`src/mse_pkg.sv`:
```
`timescale 1ns / 1ps
// ----------------------------------------------------------------------------
// mse_pkg
// Shared types, letter tables and the byte-to-segment plan builder.
// ----------------------------------------------------------------------------
package mse_pkg;

  localparam int unsigned MAX_SEGS = 8;

  typedef logic [1:0] units_t;
  localparam units_t UNITS_ONE   = 2'd0;
  localparam units_t UNITS_THREE = 2'd1;
  localparam units_t UNITS_FOUR  = 2'd2;

  localparam logic [7:0] CHAR_SPACE   = 8'h20;
  localparam logic [7:0] CHAR_UPPER_A = 8'h41;
  localparam logic [7:0] CHAR_UPPER_Z = 8'h5A;
  localparam logic [7:0] CHAR_LOWER_A = 8'h61;
  localparam logic [7:0] CHAR_LOWER_Z = 8'h7A;

  localparam logic [2:0] SYM_COUNT [26] = '{
    3'd2, 3'd4, 3'd4, 3'd3, 3'd1, 3'd4, 3'd3, 3'd4, 3'd2, 3'd4, 3'd3, 3'd4, 3'd2,
    3'd2, 3'd3, 3'd4, 3'd4, 3'd3, 3'd3, 3'd1, 3'd3, 3'd4, 3'd3, 3'd4, 3'd4, 3'd4
  };

  localparam logic [3:0] SYM_BITS [26] = '{
    4'h1, 4'h8, 4'hA, 4'h4, 4'h0, 4'h2, 4'h6, 4'h0, 4'h0, 4'h7, 4'h5, 4'h4, 4'h3,
    4'h2, 4'h7, 4'h6, 4'hD, 4'h2, 4'h0, 4'h1, 4'h1, 4'h1, 4'h3, 4'h9, 4'hB, 4'hC
  };

  typedef struct packed {
    logic [3:0]              count;
    logic [MAX_SEGS-1:0]     tone;
    units_t [MAX_SEGS-1:0]   units;
  } plan_t;

  function automatic logic is_upper(input logic [7:0] c);
    return (c >= CHAR_UPPER_A) && (c <= CHAR_UPPER_Z);
  endfunction

  function automatic logic is_lower(input logic [7:0] c);
    return (c >= CHAR_LOWER_A) && (c <= CHAR_LOWER_Z);
  endfunction

  function automatic logic is_letter(input logic [7:0] c);
    return is_upper(c) || is_lower(c);
  endfunction

  function automatic plan_t build_plan(input logic [7:0] c, input logic word_start);
    plan_t      p;
    logic [7:0] off;
    logic [4:0] idx;
    logic [2:0] len;
    logic [3:0] bits;
    logic [3:0] n;
    logic [2:0] sh;
    logic       dash;
    p    = '0;
    n    = 4'd0;
    off  = is_upper(c) ? (c - CHAR_UPPER_A) : (c - CHAR_LOWER_A);
    idx  = off[4:0];
    len  = 3'd0;
    bits = 4'd0;
    if (c == CHAR_SPACE) begin
      p.tone[0]  = 1'b0;
      p.units[0] = UNITS_FOUR;
      n = 4'd1;
    end else if (is_letter(c)) begin
      len  = SYM_COUNT[idx];
      bits = SYM_BITS[idx];
      if (!word_start) begin
        p.tone[n[2:0]]  = 1'b0;
        p.units[n[2:0]] = UNITS_THREE;
        n = n + 4'd1;
      end
      for (int j = 0; j < 4; j++) begin
        if (3'(j) < len) begin
          sh   = len - 3'd1 - 3'(j);
          dash = bits[sh[1:0]];
          if (j > 0) begin
            p.tone[n[2:0]]  = 1'b0;
            p.units[n[2:0]] = UNITS_ONE;
            n = n + 4'd1;
          end
          p.tone[n[2:0]]  = 1'b1;
          p.units[n[2:0]] = dash ? UNITS_THREE : UNITS_ONE;
          n = n + 4'd1;
        end
      end
    end
    p.count = n;
    return p;
  endfunction

endpackage

```
`src/mse_emitter.sv`:
```
`timescale 1ns / 1ps
// ----------------------------------------------------------------------------
// mse_emitter
// Walks a held segment plan, driving one segment per cycle (unless stalled)
// into the result register and scaling each segment by the unit length.
// ----------------------------------------------------------------------------
module mse_emitter
  import mse_pkg::*;
(
  input  logic        clk,
  input  logic        rst,
  input  logic        plan_valid,
  input  plan_t       plan,
  input  logic [15:0] unit_length,
  output logic        plan_done,
  output logic        out_valid,
  input  logic        out_stall,
  output logic        tone_on,
  output logic [17:0] duration,
  output logic        last_of_run
);

  logic [2:0]  idx;
  logic        load;
  logic        last;
  units_t      seg_units;
  logic [17:0] dur_next;
  logic [17:0] unit_ext;

  assign load      = plan_valid && (!out_valid || !out_stall);
  assign last      = ({1'b0, idx} == (plan.count - 4'd1));
  assign plan_done = load && last;
  assign seg_units = plan.units[idx];
  assign unit_ext  = {2'b00, unit_length};

  always_comb begin
    unique case (seg_units)
      UNITS_ONE:   dur_next = unit_ext;
      UNITS_THREE: dur_next = (unit_ext << 1) + unit_ext;
      UNITS_FOUR:  dur_next = unit_ext << 2;
      default:     dur_next = unit_ext;
    endcase
  end

  always_ff @(posedge clk) begin
    if (rst) begin
      idx       <= '0;
      out_valid <= 1'b0;
    end else if (load) begin
      idx       <= last ? 3'd0 : idx + 3'd1;
      out_valid <= 1'b1;
    end else if (!out_stall) begin
      out_valid <= 1'b0;
    end
  end

  always_ff @(posedge clk) begin
    if (load) begin
      tone_on     <= plan.tone[idx];
      duration    <= dur_next;
      last_of_run <= last;
    end
  end

  a_idx_in_plan: assert property (@(posedge clk) disable iff (rst)
    plan_valid |-> ({1'b0, idx} < plan.count))
    else $error("segment index beyond plan");

  a_more_pending: assert property (@(posedge clk) disable iff (rst)
    out_valid && !last_of_run |-> plan_valid && (idx != 3'd0))
    else $error("non-final segment without remaining plan");

  a_last_rewinds: assert property (@(posedge clk) disable iff (rst)
    out_valid && last_of_run |-> (idx == 3'd0))
    else $error("index not rewound after final segment");

endmodule

```
`src/morse_segment_encoder_unit.sv`:
```
`timescale 1ns / 1ps
// ----------------------------------------------------------------------------
// morse_segment_encoder_unit
// Text byte to Morse keying segment encoder.
// ----------------------------------------------------------------------------
// Each accepted byte is decoded at once into a plan of up to eight segments
// (tone or silence, 1, 3 or 4 units long) which is held in a plan register
// and delivered one segment per cycle through the result register when the
// output is not stalled; bytes that are neither letters nor space give
// nothing. The next request is taken in the cycle the current plan hands over
// its final segment, so a steady stream of letters and spaces keeps the result
// channel busy every cycle. The user writes unit_length through cfg_we /
// cfg_wdata only while the block is idle; the block does not enforce this.
// ----------------------------------------------------------------------------
module morse_segment_encoder_unit
  import mse_pkg::*;
(
  input  logic        clk,
  input  logic        rst,
  input  logic        cfg_we,
  input  logic [15:0] cfg_wdata,
  input  logic        in_valid,
  output logic        in_stall,
  input  logic [7:0]  char_code,
  output logic        out_valid,
  input  logic        out_stall,
  output logic        tone_on,
  output logic [17:0] duration,
  output logic        last_of_run
);

  logic [15:0] unit_length;
  logic        word_start;
  logic        plan_valid;
  plan_t       plan;
  plan_t       plan_next;
  logic        plan_done;
  logic        accept;

  assign in_stall  = plan_valid && !plan_done;
  assign accept    = in_valid && !in_stall;
  assign plan_next = build_plan(char_code, word_start);

  always_ff @(posedge clk) begin
    if (rst) begin
      unit_length <= 16'd4800;
    end else if (cfg_we) begin
      unit_length <= cfg_wdata;
    end
  end

  always_ff @(posedge clk) begin
    if (rst) begin
      word_start <= 1'b1;
      plan_valid <= 1'b0;
    end else begin
      if (accept && (char_code == CHAR_SPACE)) begin
        word_start <= 1'b1;
      end else if (accept && is_letter(char_code)) begin
        word_start <= 1'b0;
      end
      if (accept && (plan_next.count != 4'd0)) begin
        plan_valid <= 1'b1;
      end else if (plan_done) begin
        plan_valid <= 1'b0;
      end
    end
  end

  always_ff @(posedge clk) begin
    if (accept && (plan_next.count != 4'd0)) begin
      plan <= plan_next;
    end
  end

  mse_emitter u_emitter (
    .clk         (clk),
    .rst         (rst),
    .plan_valid  (plan_valid),
    .plan        (plan),
    .unit_length (unit_length),
    .plan_done   (plan_done),
    .out_valid   (out_valid),
    .out_stall   (out_stall),
    .tone_on     (tone_on),
    .duration    (duration),
    .last_of_run (last_of_run)
  );

  a_plan_nonempty: assert property (@(posedge clk) disable iff (rst)
    plan_valid |-> (plan.count != 4'd0) && (plan.count <= 4'd8))
    else $error("held plan has bad segment count");

  a_letter_clears_word: assert property (@(posedge clk) disable iff (rst)
    accept && is_letter(char_code) |=> !word_start)
    else $error("word start not cleared by letter");

  a_space_one_segment: assert property (@(posedge clk) disable iff (rst)
    accept && (char_code == CHAR_SPACE) |=> plan_valid && (plan.count == 4'd1))
    else $error("space did not yield a single segment");

endmodule

```
`config.mk`:
```
export PLATFORM = sky130hd
export DESIGN_NAME = morse_segment_encoder_unit
export DESIGN_NICKNAME = d
export VERILOG_FILES = /design/src/mse_pkg.sv /design/src/mse_emitter.sv /design/src/morse_segment_encoder_unit.sv
export SDC_FILE = /design/constraint.sdc
export NUM_CORES = 1
export LEC_CHECK = 0
export BUFFER_PORTS_ARGS = -buffer_cell sky130_fd_sc_hd__clkbuf_2
export CAP_MARGIN = 20
export CORE_MARGIN = 4
export CORE_UTILIZATION = 45
export CTS_BUF_LIST = sky130_fd_sc_hd__clkbuf_16
export DETAILED_ROUTE_END_ITERATION = 8
export PLACE_DENSITY_LB_ADDON = 0.12
export SYNTH_ARGS = -nofsm -noshare
export SYNTH_HDL_FRONTEND = slang
export SYNTH_SLANG_ARGS = --single-unit
export TNS_END_PERCENT = 5
```
`constraint.sdc`:
```
create_clock -name clk -period 5 [get_ports clk]
set_input_delay 0 -clock clk [delete_from_list [all_inputs] [get_ports clk]]
set_output_delay 0 -clock clk [all_outputs]
set_load 0.005 [all_outputs]
```
* Yosys cells after proc, flatten, opt, wreduce, memory -nomap -nowiden
Memories as Yosys holds them, arrays and structs flattened.
Cells that the tools add are included.
** Storage, ports and cells
- Register bits after elaboration :: 70
- Memory bits (read-only) :: 224
- Input port bits :: 29
- Output and inout port bits :: 22
- Memories kept :: 2
** Memories
- (no name shown) :: words 32, width 4, rd ports 1, clocked after Yosys merged registers in 0, write ports 0, line mse_pkg.sv:70 : bits = SYM_BITS[idx];
- (no name shown) :: words 32, width 3, rd ports 1, clocked after Yosys merged registers in 0, write ports 0, line mse_pkg.sv:69 : len = SYM_COUNT[idx];
** Operators by class
- Add/sub/neg operators :: 16
- Order comparisons :: 28
- Equal/unequal tests :: 5
- Muxes and demuxes :: 108
- Bitwise gates (word level) :: 18
- Reduce and logical (&&, ||, !) cells :: 26
** Operators by type and width (number)
- 2-to-1 mux 24 bit :: 19
- 2-to-1 mux 4 bit :: 25
- bitwise mux 16 bit :: 4
- bitwise AND 16 bit :: 3
- NOT 16 bit :: 3
- demux 2 bit (select 3 bit) :: 7
- one-hot mux 18 bit (2 select lines) :: 1
- < comparator 3 x 4 -> 1 bit (second input constant) :: 8
- adder 4 x 1 -> 4 bit (second input constant) :: 7
- bitwise AND 8 bit :: 3
- 2-to-1 mux 1 bit :: 24
- NOT 8 bit :: 3
- OR 8 bit :: 3
- 2-to-1 mux 2 bit :: 11
- demux 1 bit (select 3 bit) :: 7
- >= comparator 3 x 1 -> 1 bit (second input constant) :: 7
- adder 17 x 16 -> 18 bit :: 1
- >= comparator 8 x 7 -> 1 bit (second input constant) :: 2
- <= comparator 8 x 7 -> 1 bit (second input constant) :: 2
- logical AND 1 bit :: 16
- < comparator 2 x 3 -> 1 bit (second input constant) :: 4
- subtractor 5 x 1 -> 5 bit (second input constant) :: 2
- 2-to-1 mux 3 bit :: 3
- binary-select mux 1 bit (select 2 bit) :: 4
- 23 further kinds :: 32

* Logic depth before layout (Yosys ltp)
Gate-level depths: netlist of run 1.
- Word-level depth :: 39
- Mapped depth :: 26
- Depth with buffers taken out :: 22

* Cells and area by module
A second synthesis of run 1 with hierarchy kept.
** Second synthesis, totals
- Cells, all modules :: 567
- Area, all modules :: 5154.9 µm²
** Modules (own cells, without submodules)
- morse_segment_encoder_unit :: instances 1, cells each 351, area an instance 3049.2 µm², sequential area each 991.0 µm²
- mse_emitter :: instances 1, cells each 216, area an instance 2105.8 µm², sequential area each 680.7 µm²

* Worst setup path before layout of run 1
OpenSTA, ideal clock, no wires.
- Path type :: input-to-reg
- From :: in char_code[0]
- To :: reg plan[10] (netlist name)
- Arrival time :: 4.926 ns
- Path slack :: -0.182 ns
- Stages :: 25
- Path buffers :: 5
- Cell sequence :: buf_2 inv_1 ha_1 buf_4 or3b_1 buf_2 or2_4 o311a_1 o211ai_1 o21ai_0 clkbuf_1 nor2_1 nand2_1 ha_1 clkbuf_1 inv_1 ha_1 xnor2_1 a221oi_1 a31oi_1 o221ai_2 ha_1 nor3_1 a2111oi_0 a41o_1
** Between the ends
- Longest elaborated chain between the ends :: 38
** RTL lines
- start: declaration :: line morse_segment_encoder_unit.sv:24 : input logic [7:0] char_code,
- branches (longest 38 deep; another with >= comparator 8 x 7 -> 1 bit)
Parallel ways; which one is timed is not known. The select of a mux whose other input is x is not followed.
A chain may end at the register's enable or synchronous reset.

* Worst setup path in the final report of run 1
- From :: in char_code[0]
- To :: reg plan[12] (netlist name)
** Between the ends
- Longest elaborated chain between the ends :: 38
** RTL lines
- branches (longest 38 deep; another with >= comparator 8 x 7 -> 1 bit)
Parallel ways; which one is timed is not known. The select of a mux whose other input is x is not followed.

==> results.sh, run 1 <==
export IMPL_run_status="finished, final reports clean"
export IMPL_hold_viol_final=0
export IMPL_worst_ep_required_time_ns=5.07
export IMPL_viasPerCell=5.76
export IMPL_hold_ws_ns=0.00446
export IMPL_postSynthNetCount=634
export IMPL_crit_end="plan[12]$_SDFFCE_PP0P_"
export IMPL_cts_buffers=9
export IMPL_fin_skew_ns=0.00939
export IMPL_yosys_most_used_dff="edfxtp_1"
export IMPL_cp_slowest_cell="or3b_1"
export IMPL_clock_latency_ns=0.33
export IMPL_fin_tns_setup_ns=0
export IMPL_cts_sinks=63
export IMPL_p_per_area_nw_per_um2=308
export IMPL_worst_ep_arrival_time_ns=4.58
export IMPL_die_width_um=114
export IMPL_finalSetupViolations=0
export IMPL_h_tree_depth=3
export IMPL_grt_pass1_vias=4241
export IMPL_first_iter_violations=201
export IMPL_antenna_found_initial=0
export IMPL_initial_utilization=0.465
export IMPL_timing_slew_headroom=0.369
export IMPL_root_buffer="clkbuf_16"
export IMPL_dr_pass1_iters=5
export IMPL_synth_area_leaders="edfxtp_1, dfxtp_1, ha_1"
export IMPL_synth_cell_types=79
export IMPL_worst_pin_slew_ns=0.947
export IMPL_ant_nets=0
export IMPL_yosys_area_top_type="edfxtp_1"
export IMPL_wirelength_um=12500
export IMPL_end_kind="register"
export IMPL_wl_per_cell_um=16.2
export IMPL_drc=0
export IMPL_min_period_over_period=0.901
export IMPL_synthArstFlopShare=0
export IMPL_yosysSeqAreaShare=0.329
export IMPL_layout_commonest_cell="clkbuf_2"
export IMPL_ys_ff_latch=63
export IMPL_ir_drop_v=0.000191
export IMPL_rrSetupSlack_ns=1.04
export IMPL_die_height_um=114
export IMPL_cp_start_kind="primary input"
export IMPL_fin_crit_ns=4.50
export IMPL_num_vias=4455
export IMPL_synthToLayoutAreaGrowth_pct=18.3
export IMPL_drv_slew=0
export IMPL_rows=38
export IMPL_synth_area_um2=5080
export IMPL_yosysWarnings=0
export IMPL_cts_tree="yes"
export IMPL_globalRouteOverflowTotal=0
export IMPL_p_total_mw=1.85
export IMPL_gp_congestion=0.914
export IMPL_r2r_start="word_start$_SDFFE_PP1P_"
export IMPL_multi_input_area_um2=3140
export IMPL_max_cap_violations=0
export IMPL_dp_slack_ns=0.236
export IMPL_regArea_um2=1670
export IMPL_max_stage_delay_ns=0.38
export IMPL_portBuffers=50
export IMPL_layout_common_cells="clkbuf_2, nand2_1, edfxtp_1"
export IMPL_postCtsSetupBuffers=0
export IMPL_crit_path_frequent_cell="ha_1"
export IMPL_synth_edf_count=41
export IMPL_die_area_um2=13100
export IMPL_io_pins=51
export IMPL_max_freq_ghz=0.222
export IMPL_nFillCells=1004
export IMPL_avgSynthCellArea_um2=8.91
export IMPL_path_clk_slew_ns=0.06
export IMPL_n_antenna_cell=0
export IMPL_crit_start="char_code[0]"
export IMPL_grt_total_usage=0.196
export IMPL_drive_gt1_frac=0.185
export IMPL_leakagePower_nw=2.47
export IMPL_yosysTopAreaCellShare=0.242
export IMPL_crit_path_max_fanout=8
export IMPL_setup_ws_ns=0.496
export IMPL_post_synth_inst_count=570
export IMPL_dp_hpwl_um=9150
export IMPL_grt_max_degree=37
export IMPL_fin_cells=774
export IMPL_nets=693
export IMPL_rsz0062_at_grt="false"
export IMPL_rr_worst_depth=13
export IMPL_timing_rr_end="plan[12]$_SDFFCE_PP0P_"
export IMPL_cp_cell_sequence="clkbuf_2 -> inv_1 -> ha_1 -> or3b_1 -> or2_4 -> o311a_1 -> o211ai_1 -> o21ai_0 -> nor2_2 -> nand2_1 -> ha_1 -> nand2_1 -> o21ai_0 -> ha_1 -> xnor2_1 -> a221oi_1 -> a31oi_1 -> o221ai_2 -> ha_1 -> xor2_2 -> nor2_1 -> o311a_1"
export IMPL_core_area_um2=10900
export IMPL_grt_pass1_wl_um=20900
export IMPL_hold_class="primary input to register"
export IMPL_worstSetupPathType="primary input to register"
export IMPL_clk_path_buf_depth=2
export IMPL_place_inst=741
==> metal layers <==
metal,up-vias,share of wire,global-route usage
met5,-,0,0
met3,9,0.041,0.0301
met2,97,0.49,0.332
met1,2105,0.46,0.259
met4,0,0.013,0.0578
li1,2244,-,-
==> power by group <==
part	switching (mW)	internal, mW	leakage (nW)
registers	0.0235	0.594	0.571
logic	0.332	0.227	1.73
clock network	0.230	0.444	0.165
total	0.585	1.26	2.47
==> how the worst min path moves through the flow <==
stage,from,slack [ns],cells after the start,end
floorplan,cfg_wdata[12],0.13,2,unit_length[12]$_SDFFE_PP1P_
global placement,cfg_wdata[6],0.23,3,unit_length[6]$_SDFFE_PP1P_
detailed placement,cfg_wdata[7],0.23,3,unit_length[7]$_SDFFE_PP1P_
CTS,in_valid,0.01,2,word_start$_SDFFE_PP1P_
global route,in_valid,0.01,2,word_start$_SDFFE_PP1P_
finish,in_valid,0.004,2,word_start$_SDFFE_PP1P_
==> registers in the layout, summed over array words and instances (netlist names) <==
register	cells
unit_length	16
u_emitter.tone_on	1
u_emitter.duration	18
u_emitter.idx	3
u_emitter.out_valid	1
u_emitter.last_of_run	1
word_start	1
plan_valid	1
plan	21
==> timing repair <==
action | 4_1_cts | 5_1_grt
endpoints found under the hold margin | 17 | 0
hold buffers | 17 | 0
resized for setup | 0 | 0
==> cells by family (layout without fill, tap and decap cells) <==
family | count (synthesis) | after routing | share of synthesized area
simple gates | 181 | 181 | 0.181
fa+ha+maj | 35 | 35 | 0.0877
mux | 26 | 26 | 0.0621
buf+inv | 71 | 135 | 0.0552
xor+xnor | 30 | 30 | 0.0562
flops | 63 | 63 | 0.329
compound gates | 164 | 164 | 0.229
==> synth_stat cells (all sizes together), types with 4 or more instances <==
master  instances
nand2          49
edfxtp         41
nor2           39
o21ai          37
ha             34
a21oi          33
inv            31
clkbuf         28
dfxtp          22
nor3           22
mux2i          18
xnor2          16
xor2           14
buf            12
a221oi         10
a31oi          10
nand3          10
nand2b          9
nor2b           9
o221ai          8
or3             8
a22oi           6
nand4           6
o21a            6
or2             6
a21o            5
o211ai          5
a211oi          4
mux2            4
mux4            4
nor4b           4
==> cell type report <==
class,count,share of cell area
clock inverters,5,0.00854
inverters,31,0.0194
flip-flops and latches,63,0.278
clock buffers,11,0.0458
repair buffers,88,0.0962
multi-input cells,436,0.523
well taps,140,0.0292
==> worst max-delay path: cells and delay by family <==
family	cells	cell delay, ns
AO/OA/AOI/OAI	8	1.53
AND/OR/NAND/NOR	6	1.20
adder cells (fa/ha/maj)	4	1.07
XOR/XNOR	2	0.62
buffers and inverters	2	0.16
==> through the flow <==
stage | util | area [um^2]
3_5_place_dp | 0.504 | 5510
4_1_cts | 0.549 | 6010
2_1_floorplan | - | 5090
6_report | 0.549 | 6010
5_1_grt | 0.549 | 6010
3_3_place_gp | 0.504 | 5510
Power figures use the tool's default switching activity.
==> inputs of run 2 (changes only) <==
--- a/config.mk
+++ b/config.mk
@@ -5,13 +5,14 @@
 export SDC_FILE = /design/constraint.sdc
 export NUM_CORES = 1
 export LEC_CHECK = 0
-export BUFFER_PORTS_ARGS = -buffer_cell sky130_fd_sc_hd__clkbuf_2
 export CAP_MARGIN = 20
 export CORE_MARGIN = 4
 export CORE_UTILIZATION = 45
 export CTS_BUF_LIST = sky130_fd_sc_hd__clkbuf_16
 export DETAILED_ROUTE_END_ITERATION = 8
+export DONT_BUFFER_PORTS = 1
 export PLACE_DENSITY_LB_ADDON = 0.12
+export SLEW_MARGIN = 20
 export SYNTH_ARGS = -nofsm -noshare
 export SYNTH_HDL_FRONTEND = slang
 export SYNTH_SLANG_ARGS = --single-unit
==> constraint.sdc (replaced) <==
create_clock -name clk -period 5 [get_ports clk]
set_input_delay 0.75 -clock clk [delete_from_list [all_inputs] [get_ports clk]]
set_output_delay 0.75 -clock clk [all_outputs]
set_load 0.005 [all_outputs]
==> run 2 against run 1 <==
  * Maximum frequency shrank 4.1%
  * Clock-buffer cell count shrank 2
  * Largest power group is now registers
  * Sequential cell count is the same
  * Via count shrank 3.3%
==> results.sh, run 2 (synthesis gave the netlist of run 1 again) <==
export IMPL_multi_input_area_um2=3240
export IMPL_drive_gt1_frac=0.147
export IMPL_h_tree_depth=3
export IMPL_ant_nets=0
export IMPL_core_area_um2=10900
export IMPL_nFillCells=1024
export IMPL_rows=38
export IMPL_rsz0062_at_grt="false"
export IMPL_clk_path_buf_depth=2
export IMPL_grt_max_degree=37
export IMPL_grt_pass1_vias=4109
export IMPL_grt_pass1_wl_um=21100
export IMPL_regMostFlops="plan"
export IMPL_drv_slew=0
export IMPL_max_stage_delay_ns=0.38
export IMPL_root_buffer="clkbuf_16"
export IMPL_portBuffers=0
export IMPL_layout_commonest_cell="nand2_1"
export IMPL_die_area_um2=13100
export IMPL_largest_reg_flops=21
export IMPL_p_total_mw=1.81
export IMPL_hold_ws_ns=0.494
export IMPL_worst_ep_required_time_ns=5.07
export IMPL_timing_slew_headroom=0.324
export IMPL_clock_latency_ns=0.33
export IMPL_fin_crit_ns=4.70
export IMPL_num_vias=4307
export IMPL_seqPwrFrac=0.341
export IMPL_wl_per_cell_um=17.5
export IMPL_stdcell_area_um2=5720
export IMPL_drc=0
export IMPL_viasPerCell=6.04
export IMPL_grt_total_usage=0.198
export IMPL_p_sw_frac=0.319
export IMPL_synthToLayoutAreaGrowth_pct=12.6
export IMPL_io_pins=51
export IMPL_nets=632
export IMPL_regArea_um2=1670
export IMPL_cp_slowest_cell="or3b_1"
export IMPL_die_width_um=114
export IMPL_cts_buffers=9
export IMPL_worstSetupPathType="primary input to register"
export IMPL_wirelength_um=12500
export IMPL_gp_congestion=0.880
export IMPL_min_period_over_period=0.939
export IMPL_post_route_util=0.523
export IMPL_initial_utilization=0.465
export IMPL_power_internal_mw=1.23
export IMPL_reg_top3="plan x21, u_emitter.duration x18, unit_length x16"
export IMPL_cp_start_kind="primary input"
export IMPL_dpl_cell_area_um2=5410
export IMPL_run_status="finished, final reports clean"
export IMPL_p_per_area_nw_per_um2=316
export IMPL_power_frac_comb=0.327
export IMPL_max_cap_violations=0
export IMPL_p_clk_frac=0.332
export IMPL_path_clk_slew_ns=0.06
export IMPL_first_iter_violations=284
export IMPL_cts_tree="yes"
export IMPL_max_freq_ghz=0.213
export IMPL_p_sw_mw=0.578
export IMPL_dr_pass1_iters=5
export IMPL_crit_path_max_fanout=18
export IMPL_worst_pin_slew_ns=1.01
export IMPL_end_kind="register"
export IMPL_cp_cell_sequence="clkinvlp_4 -> ha_4 -> or3b_1 -> buf_4 -> xnor2_2 -> a221o_1 -> o22ai_2 -> nand2_2 -> ha_1 -> o21ai_1 -> ha_4 -> xnor2_2 -> a221oi_1 -> a31oi_1 -> o221ai_2 -> ha_4 -> nand3_2 -> or3_1 -> o311a_1"
export IMPL_fin_skew_ns=0.00912
export IMPL_ir_drop_v=0.000242
export IMPL_crit_path_frequent_cell="ha_4"
export IMPL_hold_viol_final=0
export IMPL_leakagePower_nw=2.21
export IMPL_cts_sinks=63
export IMPL_die_height_um=114
export IMPL_layout_common_cells="nand2_1, edfxtp_1, nor2_1"
export IMPL_n_antenna_cell=0
export IMPL_worst_ep_arrival_time_ns=4.77
export IMPL_hold_class="primary input to register"
export IMPL_dp_hpwl_um=9440
export IMPL_antenna_found_initial=0
export IMPL_globalRouteOverflowTotal=0
export IMPL_finalSetupViolations=0
[run 2: cell count changes in the layout (fill, tap and decap cells not counted), moves of 2 or more]
cell / previous run / this run
clkbuf_16: 11 / 9
inv_1: 32 / 28
dlygate4sd3_1: 17 / 0
buf_4: 21 / 26
clkbuf_2: 50 / 0
clkinv_2: 1 / 3
ha_4: 0 / 4
o21ai_0: 34 / 32
ha_1: 34 / 30
o21ai_1: 3 / 5
clkinvlp_4: 0 / 3
[run 2: worst paths after layout]
path,from,to,slack (ns),cells after the start
max,char_code[1],plan[12]$_SDFFCE_PP0P_,0.30,19
min,rst,unit_length[13]$_SDFFE_PP0P_,0.49,1
max reg2reg,word_start$_SDFFE_PP1P_,plan[12]$_SDFFCE_PP0P_,1.64,13
min reg2reg,plan_valid$_SDFFE_PP0P_,u_emitter.out_valid$_SDFFE_PP0P_,0.51,2
[run 2: stage by stage]
step / TNS (ns) / setup WS [ns] / instances
final: 0 / 0.304 / 713
after global routing: 0 / 0.0230 / 713
after CTS: 0 / 0.310 / 712
after detailed placement: -0.0157 / -0.0157 / 696
after global placement: 0 / 0.0946 / 696
after floorplan: -0.663 / -0.168 / 570
[run 2: repair_timing]
action | CTS | global route
gates resized for setup | 0 | 2
setup endpoints to repair | 0 | 2
hold buffers | 0 | 0
endpoints found under the hold margin | 0 | 0
setup buffers | 0 | 1
[run 2: layout make-up]
class,count,share of cell area
Tap cell,140,0.0306
Timing Repair Buffer,27,0.0376
Inverter,31,0.0232
Multi-Input combinational cell,436,0.566
Clock buffer,9,0.0394
Sequential cell,63,0.292
Clock inverter,7,0.0112
[run 2: layer usage]
metal	GRT usage	wire length (um)	up-vias
li1	-	-	2126
met1	0.259	5440	2025
met2	0.335	6130	130
met3	0.0285	606	26
met4	0.0665	307	0
met5	0	0	-
[run 2: critical path, delay by kind of cell]
family,cells,cell delay [ns]
xor+xnor,2,0.34
compound gates,7,1.43
simple gates,4,0.97
fa+ha+maj,4,1.04
buf+inv,2,0.24
[run 2: power by group through the flow]
stage | registers [mW] | logic [mW] | clock network (mW)
CTS | 0.619 | 0.572 | 0.606
floorplan | 0.620 | 0.467 | 0
global placement | 0.628 | 0.568 | 0
detailed placement | 0.629 | 0.569 | 0
finish | 0.618 | 0.592 | 0.600
global route | 0.623 | 0.655 | 0.627
==> inputs of run 3 (changes only) <==
--- a/config.mk
+++ b/config.mk
@@ -7,7 +7,7 @@
 export LEC_CHECK = 0
 export CAP_MARGIN = 20
 export CORE_MARGIN = 4
-export CORE_UTILIZATION = 45
+export CORE_UTILIZATION = 35
 export CTS_BUF_LIST = sky130_fd_sc_hd__clkbuf_16
 export DETAILED_ROUTE_END_ITERATION = 8
 export DONT_BUFFER_PORTS = 1
==> run 3 against run 2 <==
  * Die area increased by 26%
  * First-iteration DRC count increased by 12%
  * Routed wire length increased by 4.3%
  * Clock-buffer cell count unchanged
  * Worst setup slack improved by 0.043 ns
  * Power decreased by 4.1%
  * Critical path depth unchanged
  * Sequential cell count unchanged
  * Core utilization decreased by 12 points
  * Maximum frequency increased by 0.92%
  * Final cell count increased by 5.5%
  * Sequential power about the same
  * Highest routed layer unchanged
==> results.sh, run 3 (synthesis gave the netlist of run 1 again) <==
export IMPL_regMostFlops="plan"
export IMPL_wl_per_cell_um=17.3
export IMPL_grt_pass1_wl_um=21700
export IMPL_min_period_over_period=0.931
export IMPL_layout_common_cells="nand2_1, edfxtp_1, nor2_1"
export IMPL_end_kind="register"
export IMPL_rr_worst_depth=12
export IMPL_dr_pass1_iters=5
export IMPL_clk_path_buf_depth=2
export IMPL_power_internal_mw=1.18
export IMPL_max_cap_violations=0
export IMPL_crit_start="char_code[1]"
export IMPL_core_area_um2=14000
export IMPL_fin_skew_ns=0.00838
export IMPL_crit_path_max_fanout=18
export IMPL_grt_max_degree=37
export IMPL_power_frac_comb=0.341
export IMPL_h_tree_depth=3
export IMPL_drv_slew=0
export IMPL_rrSetupSlack_ns=1.32
export IMPL_fin_crit_ns=4.65
export IMPL_hold_viol_final=0
export IMPL_place_inst=736
export IMPL_antenna_found_initial=0
export IMPL_seqPwrFrac=0.358
export IMPL_worst_ep_required_time_ns=5.07
export IMPL_drive_gt1_frac=0.135
export IMPL_worst_pin_slew_ns=1.04
export IMPL_post_route_util=0.407
export IMPL_p_sw_mw=0.561
export IMPL_synthToLayoutAreaGrowth_pct=12.6
export IMPL_max_freq_ghz=0.215
export IMPL_largest_reg_flops=21
export IMPL_rows=43
export IMPL_globalRouteOverflowTotal=0
export IMPL_fin_cells=752
export IMPL_grt_total_usage=0.162
export IMPL_clock_latency_ns=0.33
export IMPL_timing_slew_headroom=0.308
export IMPL_cts_buffers=9
export IMPL_worstSetupPathType="primary input to register"
export IMPL_root_buffer="clkbuf_16"
export IMPL_die_width_um=128
export IMPL_initial_utilization=0.362
export IMPL_io_pins=51
export IMPL_reg_top3="plan x21, u_emitter.duration x18, unit_length x16"
export IMPL_die_area_um2=16500
export IMPL_viasPerCell=5.67
export IMPL_ant_nets=0
export IMPL_worst_ep_arrival_time_ns=4.73
export IMPL_cts_sinks=63
export IMPL_path_clk_slew_ns=0.05
export IMPL_rsz0062_at_grt="false"
export IMPL_die_height_um=128
export IMPL_grt_pass1_vias=4093
export IMPL_gp_congestion=0.874
export IMPL_n_antenna_cell=0
export IMPL_nets=631
export IMPL_p_sw_frac=0.323
export IMPL_wirelength_um=13000
export IMPL_drc=0
export IMPL_p_clk_frac=0.301
export IMPL_whs_path_depth=1
export IMPL_r2r_start="word_start$_SDFFE_PP1P_"
export IMPL_finalSetupViolations=0
export IMPL_portBuffers=0
export IMPL_holdCritStartpoint="rst"
export IMPL_min_to="unit_length[0]$_SDFFE_PP0P_"
export IMPL_dp_hpwl_um=9720
export IMPL_num_vias=4261
export IMPL_p_per_area_nw_per_um2=304
export IMPL_first_iter_violations=319
export IMPL_ir_drop_v=0.000165
export IMPL_leakagePower_nw=2.19
export IMPL_run_status="finished, final reports clean"
export IMPL_timing_rr_end="plan[12]$_SDFFCE_PP0P_"
export IMPL_hold_class="primary input to register"
export IMPL_cts_tree="yes"
export IMPL_layout_commonest_cell="nand2_1"
export IMPL_cp_start_kind="primary input"
[run 3: cell count changes in the layout (fill, tap and decap cells not counted)]
cell	before	now
o21ai_1	5	6
clkinv_1	1	4
bufinv_16	1	0
inv_1	28	31
nor3_2	0	1
clkinvlp_4	3	1
nor3_4	2	1
buf_4	26	25
clkinv_2	3	0
o21ai_0	32	31
[run 3: worst max-delay path by stage]
| stage | slack [ns] | to | cells after the start |
|---|---|---|---|
| floorplan | -0.17 | plan[12]$_SDFFCE_PP0P_ | 25 |
| global placement | -0.01 | plan[12]$_SDFFCE_PP0P_ | 20 |
| detailed placement | -0.02 | plan[12]$_SDFFCE_PP0P_ | 20 |
| CTS | 0.32 | plan[4]$_SDFFCE_PP0P_ | 21 |
| global route | 0.06 | plan[4]$_SDFFCE_PP0P_ | 21 |
| finish | 0.35 | plan[12]$_SDFFCE_PP0P_ | 19 |
[run 3: routing by layer]
metal	share of wire	routed length (um)	global-route usage	vias to the layer above
li1	-	-	-	2119
met1	0.46	6050	0.210	2037
met2	0.49	6330	0.272	89
met3	0.035	453	0.0315	16
met4	0.014	186	0.0474	0
met5	0	0	0	-
[run 3: cell type report]
type | instances | area (um^2)
Fill cell | 1340 | 8320
Multi-Input combinational cell | 436 | 3230
Sequential cell | 63 | 1670
Clock buffer | 9 | 225
Tap cell | 180 | 225
Timing Repair Buffer | 26 | 208
Inverter | 31 | 133
Clock inverter | 7 | 26.3
[run 3: timing repair]
| item | in CTS | in global routing |
|---|---|---|
| hold buffers | 0 | 0 |
| setup endpoints to repair | 0 | 1 |
| setup buffers | 0 | 0 |
| gates resized for setup | 0 | 2 |
[run 3: critical path, cell delays in order]
cell	delay, ns
clkinvlp_4	0.06
ha_4	0.20
or3b_1	0.38
buf_4	0.17
xnor2_2	0.16
a221o_1	0.30
o22ai_2	0.22
nand2_2	0.13
ha_1	0.21
o21ai_1	0.23
ha_4	0.26
xnor2_2	0.18
a221oi_1	0.07
a31oi_1	0.24
o221ai_2	0.21
ha_4	0.37
nand3_2	0.10
or3_1	0.36
o311a_1	0.13
[run 3: power groups by stage]
stage / logic [mW] / registers (mW) / clock network (mW)
2_1_floorplan: 0.467 / 0.620 / 0
3_3_place_gp: 0.576 / 0.631 / 0
3_5_place_dp: 0.576 / 0.632 / 0
4_1_cts: 0.579 / 0.622 / 0.541
5_1_grt: 0.652 / 0.625 / 0.567
6_report: 0.592 / 0.621 / 0.523
[run 3: metrics by stage]
stage / TNS [ns] / hold slack [ns] / power [mW] / cell area, um^2 / setup WS [ns]
2_1_floorplan: -0.663 / 0.452 / 1.09 / 5240 / -0.168
3_3_place_gp: -0.0105 / 0.504 / 1.21 / 5460 / -0.0105
3_5_place_dp: -0.0491 / 0.528 / 1.21 / 5460 / -0.0200
4_1_cts: 0 / 0.477 / 1.74 / 5710 / 0.321
5_1_grt: 0 / 0.474 / 1.84 / 5720 / 0.0594
6_report: 0 / 0.499 / 1.74 / 5720 / 0.347
